<file path="src/rtl/gsc_pkg.sv">
// Shared types and constants of the gradient sharpness check unit.
// No dependencies.
`default_nettype none
package gsc_pkg;
  localparam int MaxWidth = 2048;
  localparam int ColW = 11;
  localparam int FracBits = 4;
  localparam int TotalW = 36;
  localparam int MetricW = 14;
  localparam int DimW = 12;
  localparam int SqW = 17 + 2 * FracBits;
  localparam int RootW = SqW / 2 + 1;
  localparam int RootSteps = (SqW + 1) / 2;
  localparam int AreaW = 23;
  localparam int QuotW = TotalW;
  localparam logic [MetricW-1:0] MetricMax = '1;

  localparam logic [1:0] CFG_WIDTH = 2'd0;
  localparam logic [1:0] CFG_HEIGHT = 2'd1;
  localparam logic [1:0] CFG_THRESH = 2'd2;

  typedef struct packed {
    logic load;       // take a pixel, start its work
    logic root_step;  // one square root step
    logic add_term;   // accumulate and update position
    logic div_start;  // start the final divide
    logic div_step;   // one divide step
  } gsc_cmd_t;

  typedef struct packed {
    logic root_done;
    logic div_done;
    logic frame_end;  // current pixel ends the frame
  } gsc_sts_t;
endpackage
`default_nettype wire

</file>
<file path="src/rtl/gsc_ctrl.sv">
// Controller of the gradient sharpness check unit: sequences pixel work,
// square root steps and the final divide. Depends on gsc_pkg.
`default_nettype none
module gsc_ctrl (
  input  wire logic             clk,
  input  wire logic             rst_n,
  input  wire logic             in_tvalid,
  output logic                  in_tready,
  input  wire logic             out_busy,
  input  wire gsc_pkg::gsc_sts_t sts,
  output gsc_pkg::gsc_cmd_t     cmd,
  output logic                  emit
);
  import gsc_pkg::*;
  localparam logic [2:0] S_IDLE = 3'd0, S_ROOT = 3'd1, S_ADD = 3'd2,
                         S_DIV = 3'd3, S_EMIT = 3'd4;
  logic [2:0] state_r, state_nxt;

  always_comb begin
    state_nxt = state_r;
    cmd = '0;
    emit = 1'b0;
    in_tready = 1'b0;
    unique case (state_r)
      S_IDLE: begin
        in_tready = 1'b1;
        if (in_tvalid) begin
          cmd.load = 1'b1;
          state_nxt = S_ROOT;
        end
      end
      S_ROOT: begin
        cmd.root_step = 1'b1;
        if (sts.root_done) state_nxt = S_ADD;
      end
      S_ADD: begin
        cmd.add_term = 1'b1;
        if (sts.frame_end) begin
          cmd.div_start = 1'b1;
          state_nxt = S_DIV;
        end else begin
          state_nxt = S_IDLE;
        end
      end
      S_DIV: begin
        cmd.div_step = 1'b1;
        if (sts.div_done) state_nxt = S_EMIT;
      end
      S_EMIT: begin
        if (!out_busy) begin
          emit = 1'b1;
          state_nxt = S_IDLE;
        end
      end
      default: state_nxt = S_IDLE;
    endcase
  end

  always_ff @(posedge clk) begin
    if (!rst_n) state_r <= S_IDLE;
    else state_r <= state_nxt;
  end
endmodule
`default_nettype wire

</file>
<file path="config.mk">
export PLATFORM = sky130hd
export DESIGN_NAME = gsc_ctrl
export DESIGN_NICKNAME = d
export VERILOG_FILES = /design/src/rtl/gsc_pkg.sv /design/src/rtl/gsc_ctrl.sv
export SDC_FILE = /design/constraint.sdc
export NUM_CORES = 1
export LEC_CHECK = 0
export BUFFER_PORTS_ARGS = -buffer_cell sky130_fd_sc_hd__buf_2
export CORE_AREA = 2 2 39 41
export DETAILED_ROUTE_END_ITERATION = 7
export DIE_AREA = 0 0 41 43
export PLACE_DENSITY_LB_ADDON = 0.15
export SETUP_SLACK_MARGIN = 0.2
export SYNTH_ARGS = -nofsm -noshare
export SYNTH_HDL_FRONTEND = slang
export SYNTH_SLANG_ARGS = --single-unit
</file>
<file path="constraint.sdc">
create_clock -name clk -period 2.2 [get_ports clk]
set_clock_uncertainty 0.2 [all_clocks]
set_input_delay 0.22 -clock clk [delete_from_list [all_inputs] [get_ports clk]]
set_output_delay 0.22 -clock clk [all_outputs]
set_load 0.05 [all_outputs]
</file>
==> results of run 1 <==
[worst max-delay path, stage by stage (launching register included)]
cell	delay, ps
dfxtp_1	460
nor3b_4	230
and2_1	140
buf_2	250
[power groups by stage]
| stage | clock (µW) | combinational (µW) | sequential [µW] |
|---|---|---|---|
| global placement | 0 | 70.1 | 68.1 |
| detailed placement | 0 | 70.3 | 68.3 |
| finish | 100 | 70.0 | 67.6 |
| floorplan | 0 | 61.8 | 61.2 |
| global route | 109 | 75.2 | 68.8 |
| CTS | 105 | 70.7 | 67.5 |
[through the flow]
| stage | setup WS (ps) | total power, µW | cells |
|---|---|---|---|
| final | 459.9 | 238.1 | 58 |
| after CTS | 441.0 | 243.3 | 58 |
| after detailed placement | 720.2 | 138.6 | 54 |
| after global routing | 346.8 | 252.6 | 58 |
| after global placement | 729.4 | 138.1 | 54 |
| after floorplan | 133.3 | 123.0 | 27 |
[cells in the final DEF, fill, tap and decap left out]
cell type	synthesis	layout
a21boi_2	1	1
nand3b_1	1	1
dfxtp_1	3	3
clkbuf_4	0	3
nor3_2	0	1
and3b_1	1	1
nor3b_4	0	1
o31ai_2	1	1
clkbuf_1	0	1
nand2b_1	1	1
nor2b_1	2	2
nor3b_1	1	1
a21oi_1	3	3
and2_1	2	2
o211ai_1	1	1
buf_2	0	13
nand2_1	3	3
nand3_1	1	1
nor2_1	2	2
[kinds of logic after synthesis]
logic type / after synthesis / synth area share, %
compound gates: 6 / 20.90
buf+inv: 2 / 8.475
simple gates: 16 / 43.50
flops: 3 / 27.12
[how the worst min path moves through the flow]
stage	end	slack (ps)
2_1_floorplan	state_r[2]$_SDFFE_PN0P_	170
3_3_place_gp	state_r[2]$_SDFFE_PN0P_	280
3_5_place_dp	state_r[2]$_SDFFE_PN0P_	280
4_1_cts	state_r[2]$_SDFFE_PN0P_	30
5_1_grt	state_r[2]$_SDFFE_PN0P_	30
6_report	state_r[2]$_SDFFE_PN0P_	40
[metal layers]
metal | GRT usage (%) | vias up
met2 | 11.88 | 9
met1 | 9.968 | 114
met3 | 0 | 0
met4 | 12.00 | 0
met5 | 0 | -
li1 | - | 122
[layout make-up]
| cell class | count | area share, % |
|---|---|---|
| timing repair buffer | 13 | 20.00 |
| clock buffer | 4 | 8.077 |
| sequential | 3 | 18.46 |
| multi-input combinational | 22 | 47.31 |
| tap | 16 | 6.154 |
==> results.yml, run 1 <==
routing:
  vias: 245
  top_layer: "met3"
  avgRoutedWirePerCell_um: 10.14
  routed_wl_um: 588
  route.met2.wl_um: 298
  wl_met3_um: 53
  antenna_left: 0
  via_per_inst: 4.224
  wl_met1_um: 236
  drtIter0Drc: 2
  drc: 0
  dr.pass1.iters: 4
power:
  switching_share_pct: 37.59
  power_frac_comb_pct: 29.4
  ir_drop_v: 0.0002076
  p_int_uw: 148.6
  p_per_area_nw_per_um2: 731.9
  p_seq_share_pct: 28.4
  clkPwrFrac_pct: 42.2
  p_leak_uw: 0.0001457
  p_switching_uw: 89.49
yosys:
  synth_enable_flop_cells: 0
  async_flop_share_pct: 0
  synth_area_leaders: "dfxtp_1 (27%), a21oi_1 (6.8%), and2_1 (5.6%)"
  ys_ff_latch: 3
  synth_ff_type: "dfxtp_1"
  synth_common_cells: "a21oi_1 (3), dfxtp_1 (3), nand2_1 (3)"
  synth_top_area_share_pct: 27.12
  ys_types: 18
  avgSynthCellArea_um2: 8.202
  yosys_warnings: 0
  syn_nets: 34
  postSynthCellCount: 27
  synth_top_area_cell: "dfxtp_1"
  ys_seq_area_share_pct: 27.12
  synthesis.area_um2: 221.5
worst_setup_path:
  critical_path.reg2reg.startpoint: "state_r[0]$_SDFFE_PN0P_"
  reg2reg_to: "state_r[2]$_SDFFE_PN0P_"
  worst-endpoint-required_ps: 1780
  worst-r2r-setup-slack_ps: 940
  endpoint: "cmd[1]"
  crit_arrival_ps: 1320
  r2r_cells: 3
  crit_start: "state_r[1]$_SDFFE_PN0P_"
  cp_max_fo: 8
  critical_path_class: "reg2out"
  crit_path_end_kind: "primary output"
  critPathLaunchType: "flop"
sta:
  min_period_ps: 1740
  slew_violations: 0
  worst_slew_pin_slew_ps: 391.9
  rsz0062_at_grt: "no"
  period_share_pct: 79.10
  maxSlewHeadroom_pct: 73.83
  holdWs_ps: 35.63
  hold_violations: 0
  fin_setup_tns_ps: 0
  timing.fmax_mhz: 574.7
  setup_viol_count_final: 0
finish:
  multiInputGateArea_um2: 153.9
  antennaDiodeCount: 0
  fin_area_um2: 325.3
  layout.nets: 50
  final_layout_size_suffix_gt1_share_pct: 47.62
  nFillCells: 168
  finalCoreUtilization_pct: 23.51
  largest_reg_flops: 3
  register_area_um2: 60.06
  reg.largest.list: "state_r (3)"
  top_register: "state_r"
  syn_to_final_growth_pct: 46.89
placed_design:
  gp_congestion: 0.7680
  dp_hpwl_um: 434.4
  numPortBuffers: 13
  placed_area_um2: 299.0
floorplan:
  initial_utilization_pct: 16.00
  rows: 14
  ios: 14
  die_w_um: 41
  core-area_um2: 1384
  die_h_um: 43
  die_area_um2: 1763
cts:
  cts_tree: "yes"
  cts_root_buffer: "clkbuf_4"
  cts_setup_buffers: 0
  cts.sinks: 3
  htreeDepth: 1
  cts-buffers-inserted: 3
  clockBufferDepth: 2
  ctsHoldBuffers: 0
  clk_pin_slew_ps: 40
  post_cts_resize_count: 0
  clk-insertion-delay-late_ps: 240
global_routing:
  overflow: 0
  antenna_found_initial: 0
  grt_pass1_vias: 240
  track_usage_pct: 8.735
  grt_max_degree: 11
  grt_pass1_wl_um: 986
run:
  drv_cap: 0
run_status:
  status: "finished, final reports clean"
worst_hold_path:
  holdPathStages: 2
  worstHoldStart: "rst_n"
  holdCritPathClass: "in2reg"
Power figures use the tool's default switching activity.
==> run 2: changes to the inputs <==
==> constraint.sdc (replaced) <==
create_clock -name clk -period 1.8 [get_ports clk]
set_clock_uncertainty 0.2 [all_clocks]
set_input_delay 0.18 -clock clk [delete_from_list [all_inputs] [get_ports clk]]
set_output_delay 0.18 -clock clk [all_outputs]
set_load 0.05 [all_outputs]
==> run 2 against run 1 <==
  * Design area up 12%
  * Global-route usage fell by 1.2 points
  * Routed wire length down 10%
  * Flip-flop and latch count did not move
  * Combinational power grew 30%
  * Sequential power rose by 25%
  * Largest cell class unchanged
==> results.yml, run 2 (synthesis gave the netlist of run 1 again) <==
cts:
  clk-insertion-delay-late_ps: 230
  cts_tree: "yes"
  cts.sinks: 3
  clockBufferDepth: 2
  cts-buffers-inserted: 3
  clk_pin_slew_ps: 40
  cts_root_buffer: "clkbuf_4"
  htreeDepth: 1
floorplan:
  die_area_um2: 1763
  rows: 14
  die_w_um: 41
  initial_utilization_pct: 16.00
  core-area_um2: 1384
  ios: 14
  die_h_um: 43
power:
  p_per_area_nw_per_um2: 802.2
  p_leak_uw: 0.0001573
  ir_drop_v: 0.0001776
finish:
  final_cell_mix: "buf_2 (10), clkbuf_4 (5), nand2_1 (3), a21oi_1 (3)"
  final_layout_size_suffix_gt1_share_pct: 60.47
  antennaDiodeCount: 0
  layout_commonest_cell: "buf_2"
  top_register: "state_r"
  syn_to_final_growth_pct: 64.97
  reg.largest.list: "state_r (3)"
  layout.nets: 51
  fin_cells: 59
  nFillCells: 156
  largest_reg_flops: 3
sta:
  fin_setup_tns_ps: 0
  slew_violations: 0
  hold_violations: 0
  rsz0062_at_grt: "yes"
  postLayoutSetupSlackWorst_ps: 260.4
  setup_viol_count_final: 0
  period_share_pct: 85.53
  timing.fmax_mhz: 649.5
  maxSlewHeadroom_pct: 83.40
  holdWs_ps: 19.71
  min_period_ps: 1540
  worst_slew_pin_slew_ps: 250.7
global_routing:
  grt_pass1_wl_um: 834
  overflow: 0
  track_usage_pct: 7.545
  grt_max_degree: 11
  antenna_found_initial: 0
  grt_pass1_vias: 214
placed_design:
  dp_hpwl_um: 417.1
  dp_cells: 54
  gp_congestion: 0.7437
  numPortBuffers: 13
  place_ws_ps: 349.5
routing:
  drc: 0
  wl_met1_um: 209
  route.met2.wl_um: 270
  via_per_inst: 4.017
  drtIter0Drc: 0
  avgRoutedWirePerCell_um: 8.932
  dr.pass1.iters: 1
  routed_wl_um: 527
  wl_met3_um: 32
  vias: 237
  antenna_left: 0
  top_layer: "met4"
worst_setup_path:
  critical_path_class: "reg2out"
  crit_path_end_kind: "primary output"
  crit_slowest_cell: "dfxtp_2"
  slowest_delay_ps: 450
  r2r_cells: 3
  crit_arrival_ps: 1160
  critPathLaunchType: "flop"
  cp_max_fo: 10
  worst-endpoint-required_ps: 1420
  crit_chain: "and3b_1, buf_2"
worst_hold_path:
  holdCritPathClass: "in2reg"
  holdPathStages: 3
run_status:
  status: "finished, final reports clean"
run:
  drv_cap: 0
-- run 2: cell types whose count changed in the layout (fill, tap and decap cells not counted), sizes merged --
cell and delta:
dlygate4sd3 +1, buf -2, clkbuf +2
-- run 2: worst max-delay path, delay by kind of cell (launching register included) --
kind / cells / cell delay [ps]
and+or+nand+nor: 1 / 210
buffers and inverters: 1 / 260
DFF: 1 / 450
-- run 2: path summary, 6_finish.rpt --
path	startpoint	to	slack (ps)
worst min-delay path	sts[1]	state_r[2]$_SDFFE_PN0P_	20
worst min register to register	state_r[2]$_SDFFE_PN0P_	state_r[2]$_SDFFE_PN0P_	360
worst max-delay path	state_r[0]$_SDFFE_PN0P_	cmd[0]	260
worst max register to register	state_r[2]$_SDFFE_PN0P_	state_r[0]$_SDFFE_PN0P_	640
-- run 2: metal layers --
layer | GRT usage (%) | up-vias
met5 | 0 | -
met1 | 7.767 | 103
met4 | 8.000 | 0
met2 | 10.31 | 8
li1 | - | 124
met3 | 3.141 | 2
-- run 2: where the power goes --
group          leakage, µW  switching, µW  internal (µW)
Combinational     0.000116           58.2           33.0
Clock            0.0000150           34.4           83.1
Sequential       0.0000261           13.1           71.4
-- run 2: through the flow --
stage	power, µW	util, %	instance area [µm²]
after floorplan	157.6	-	254.0
after global placement	174.0	22.88	316.6
after detailed placement	174.3	22.88	316.6
after CTS	297.7	25.86	357.8
after global routing	309.3	26.40	365.4
final	293.1	26.40	365.4
-- run 2: layout make-up --
type	count	area [µm²]	area share, %
repair buffers	14	82.58	22.60
well taps	16	20.02	5.479
multi-input cells	22	170.2	46.58
flip-flops and latches	3	66.31	18.15
clock buffers	4	26.28	7.192
-- run 2: timing repair --
item                                    CTS  global route
hold buffers                              1             0
endpoints found under the setup margin    5             3
gates resized for setup                   3             3
setup buffers                             0             0
hold endpoints to repair                  1             0
==> run 3: changes to the inputs <==
--- a/config.mk
+++ b/config.mk
@@ -10,7 +10,7 @@
 export DETAILED_ROUTE_END_ITERATION = 7
 export DIE_AREA = 0 0 41 43
 export PLACE_DENSITY_LB_ADDON = 0.15
-export SETUP_SLACK_MARGIN = 0.2
+export SETUP_SLACK_MARGIN = 0.3
 export SYNTH_ARGS = -nofsm -noshare
 export SYNTH_HDL_FRONTEND = slang
 export SYNTH_SLANG_ARGS = --single-unit
==> run 3 against run 2 <==
  * Critical path depth increased by 1
  * Design area up 12%
  * Clock-buffer cell count stayed put
  * Sequential power is 2% lower
  * Via count is 7.6% higher
  * Largest cell class unchanged
  * Largest power group unchanged
==> results.yml, run 3 (synthesis gave the netlist of run 1 again) <==
run_status:
  status: "finished, final reports clean"
finish:
  antennaDiodeCount: 0
  layout_commonest_cell: "buf_2"
  final_layout_size_suffix_gt1_share_pct: 65.91
  largest_reg_flops: 3
  final_cell_mix: "buf_2 (7), clkbuf_4 (4)"
  reg.largest.list: "state_r (3)"
  top_register: "state_r"
  nFillCells: 148
  syn_to_final_growth_pct: 84.75
  layout.nets: 52
worst_setup_path:
  worst-endpoint-required_ps: 1420
  reg2reg_to: "state_r[0]$_SDFFE_PN0P_"
  critical_path_class: "reg2out"
  endpoint: "cmd[1]"
  crit_slowest_cell: "dfxtp_4"
  cp_max_fo: 8
  slowest_delay_ps: 390
  crit_arrival_ps: 1120
  r2r_cells: 4
  critical_path.reg2reg.startpoint: "state_r[0]$_SDFFE_PN0P_"
  critPathLaunchType: "flop"
  crit_path_end_kind: "primary output"
  crit_start: "state_r[1]$_SDFFE_PN0P_"
  crit_chain: "nor3b_4, and2_4, buf_8"
  worst-r2r-setup-slack_ps: 650
cts:
  cts_root_buffer: "clkbuf_4"
  htreeDepth: 1
  clockBufferDepth: 2
  cts-buffers-inserted: 3
  clk_pin_slew_ps: 40
  cts_tree: "yes"
  cts.sinks: 3
  clk-insertion-delay-late_ps: 240
floorplan:
  die_w_um: 41
  initial_utilization_pct: 16.00
  core-area_um2: 1384
  die_h_um: 43
  ios: 14
  die_area_um2: 1763
  rows: 14
sta:
  period_share_pct: 83.55
  worst_slew_pin_slew_ps: 247.3
  setup_viol_count_final: 0
  slew_violations: 0
  fin_setup_tns_ps: 0
  timing.fmax_mhz: 665.0
  holdWs_ps: 13.32
  rsz0062_at_grt: "yes"
  hold_violations: 0
  min_period_ps: 1504
  postLayoutSetupSlackWorst_ps: 296.1
  maxSlewHeadroom_pct: 83.63
power:
  ir_drop_v: 0.0001741
  p_leak_uw: 0.0001728
  p_per_area_nw_per_um2: 763.7
routing:
  drtIter0Drc: 2
  drc: 0
  antenna_left: 0
  routed_wl_um: 575
  via_per_inst: 4.250
  avgRoutedWirePerCell_um: 9.583
  vias: 255
  dr.pass1.iters: 2
global_routing:
  grt_pass1_vias: 219
  grt_max_degree: 11
  antenna_found_initial: 0
  grt_pass1_wl_um: 876
  overflow: 0
  track_usage_pct: 8.032
placed_design:
  numPortBuffers: 13
  place_ws_ps: 343.4
  dp_hpwl_um: 427
  gp_congestion: 0.7516
run:
  drv_cap: 0
worst_hold_path:
  holdCritPathClass: "in2reg"
[run 3: cell count changes in the layout (fill, tap and decap cells not counted), sizes merged]
cell    change
buf         +2
clkbuf      -1
[run 3: report_power, final]
part	internal (µW)	switching [µW]
clock	83.2	36.3
sequential	70.0	12.9
combinational	48.4	61.7
[run 3: worst max-delay path, delay by kind of cell, from the launching register on]
family	cells	cell delay [ps]
AND/OR/NAND/NOR	2	360
buffers and inverters	1	130
flip-flops	1	390
[run 3: cell type report]
| cell class | instances | area [µm²] | share of cell area (%) |
|---|---|---|---|
| multi-input combinational | 22 | 175.2 | 42.81 |
| timing repair buffer | 15 | 116.4 | 28.44 |
| sequential | 3 | 71.32 | 17.43 |
| clock buffer | 4 | 26.28 | 6.422 |
| tap | 16 | 20.02 | 4.893 |
[run 3: per-layer routing]
metal,wire length (µm),vias up,track usage (%)
met1,225,111,8.360
met4,19,0,8.000
li1,-,128,-
met5,0,-,0
met3,46,4,3.141
met2,283,12,11.25
[run 3: timing repair]
item                                   CTS  global route
resized for setup                       13             4
cloned                                   0             0
buffers inserted                         0             1
setup endpoints to repair                7             6
hold buffers                             1             0
endpoints found under the hold margin    1             0
[run 3: through the flow]
| step | instances | instance area [µm²] | utilization, % | total power, µW |
|---|---|---|---|---|
| floorplan | 27 | 256.5 | - | 161.5 |
| global placement | 54 | 319.1 | 23.06 | 178.0 |
| detailed placement | 54 | 319.1 | 23.06 | 178.5 |
| CTS | 59 | 390.4 | 28.21 | 308.9 |
| global route | 60 | 409.1 | 29.57 | 330.0 |
| finish | 60 | 409.1 | 29.57 | 312.5 |
[run 3: how the worst min path moves through the flow]
stage                      start                      end  slack (ps)  cells after the start
after floorplan            rst_n  state_r[1]$_SDFFE_PN0P_         130                      2
after global placement     rst_n  state_r[2]$_SDFFE_PN0P_         240                      2
after detailed placement   rst_n  state_r[2]$_SDFFE_PN0P_         230                      2
after CTS                 sts[1]  state_r[2]$_SDFFE_PN0P_          10                      3
after global routing      sts[1]  state_r[2]$_SDFFE_PN0P_          30                      3
final                     sts[1]  state_r[2]$_SDFFE_PN0P_          10                      3
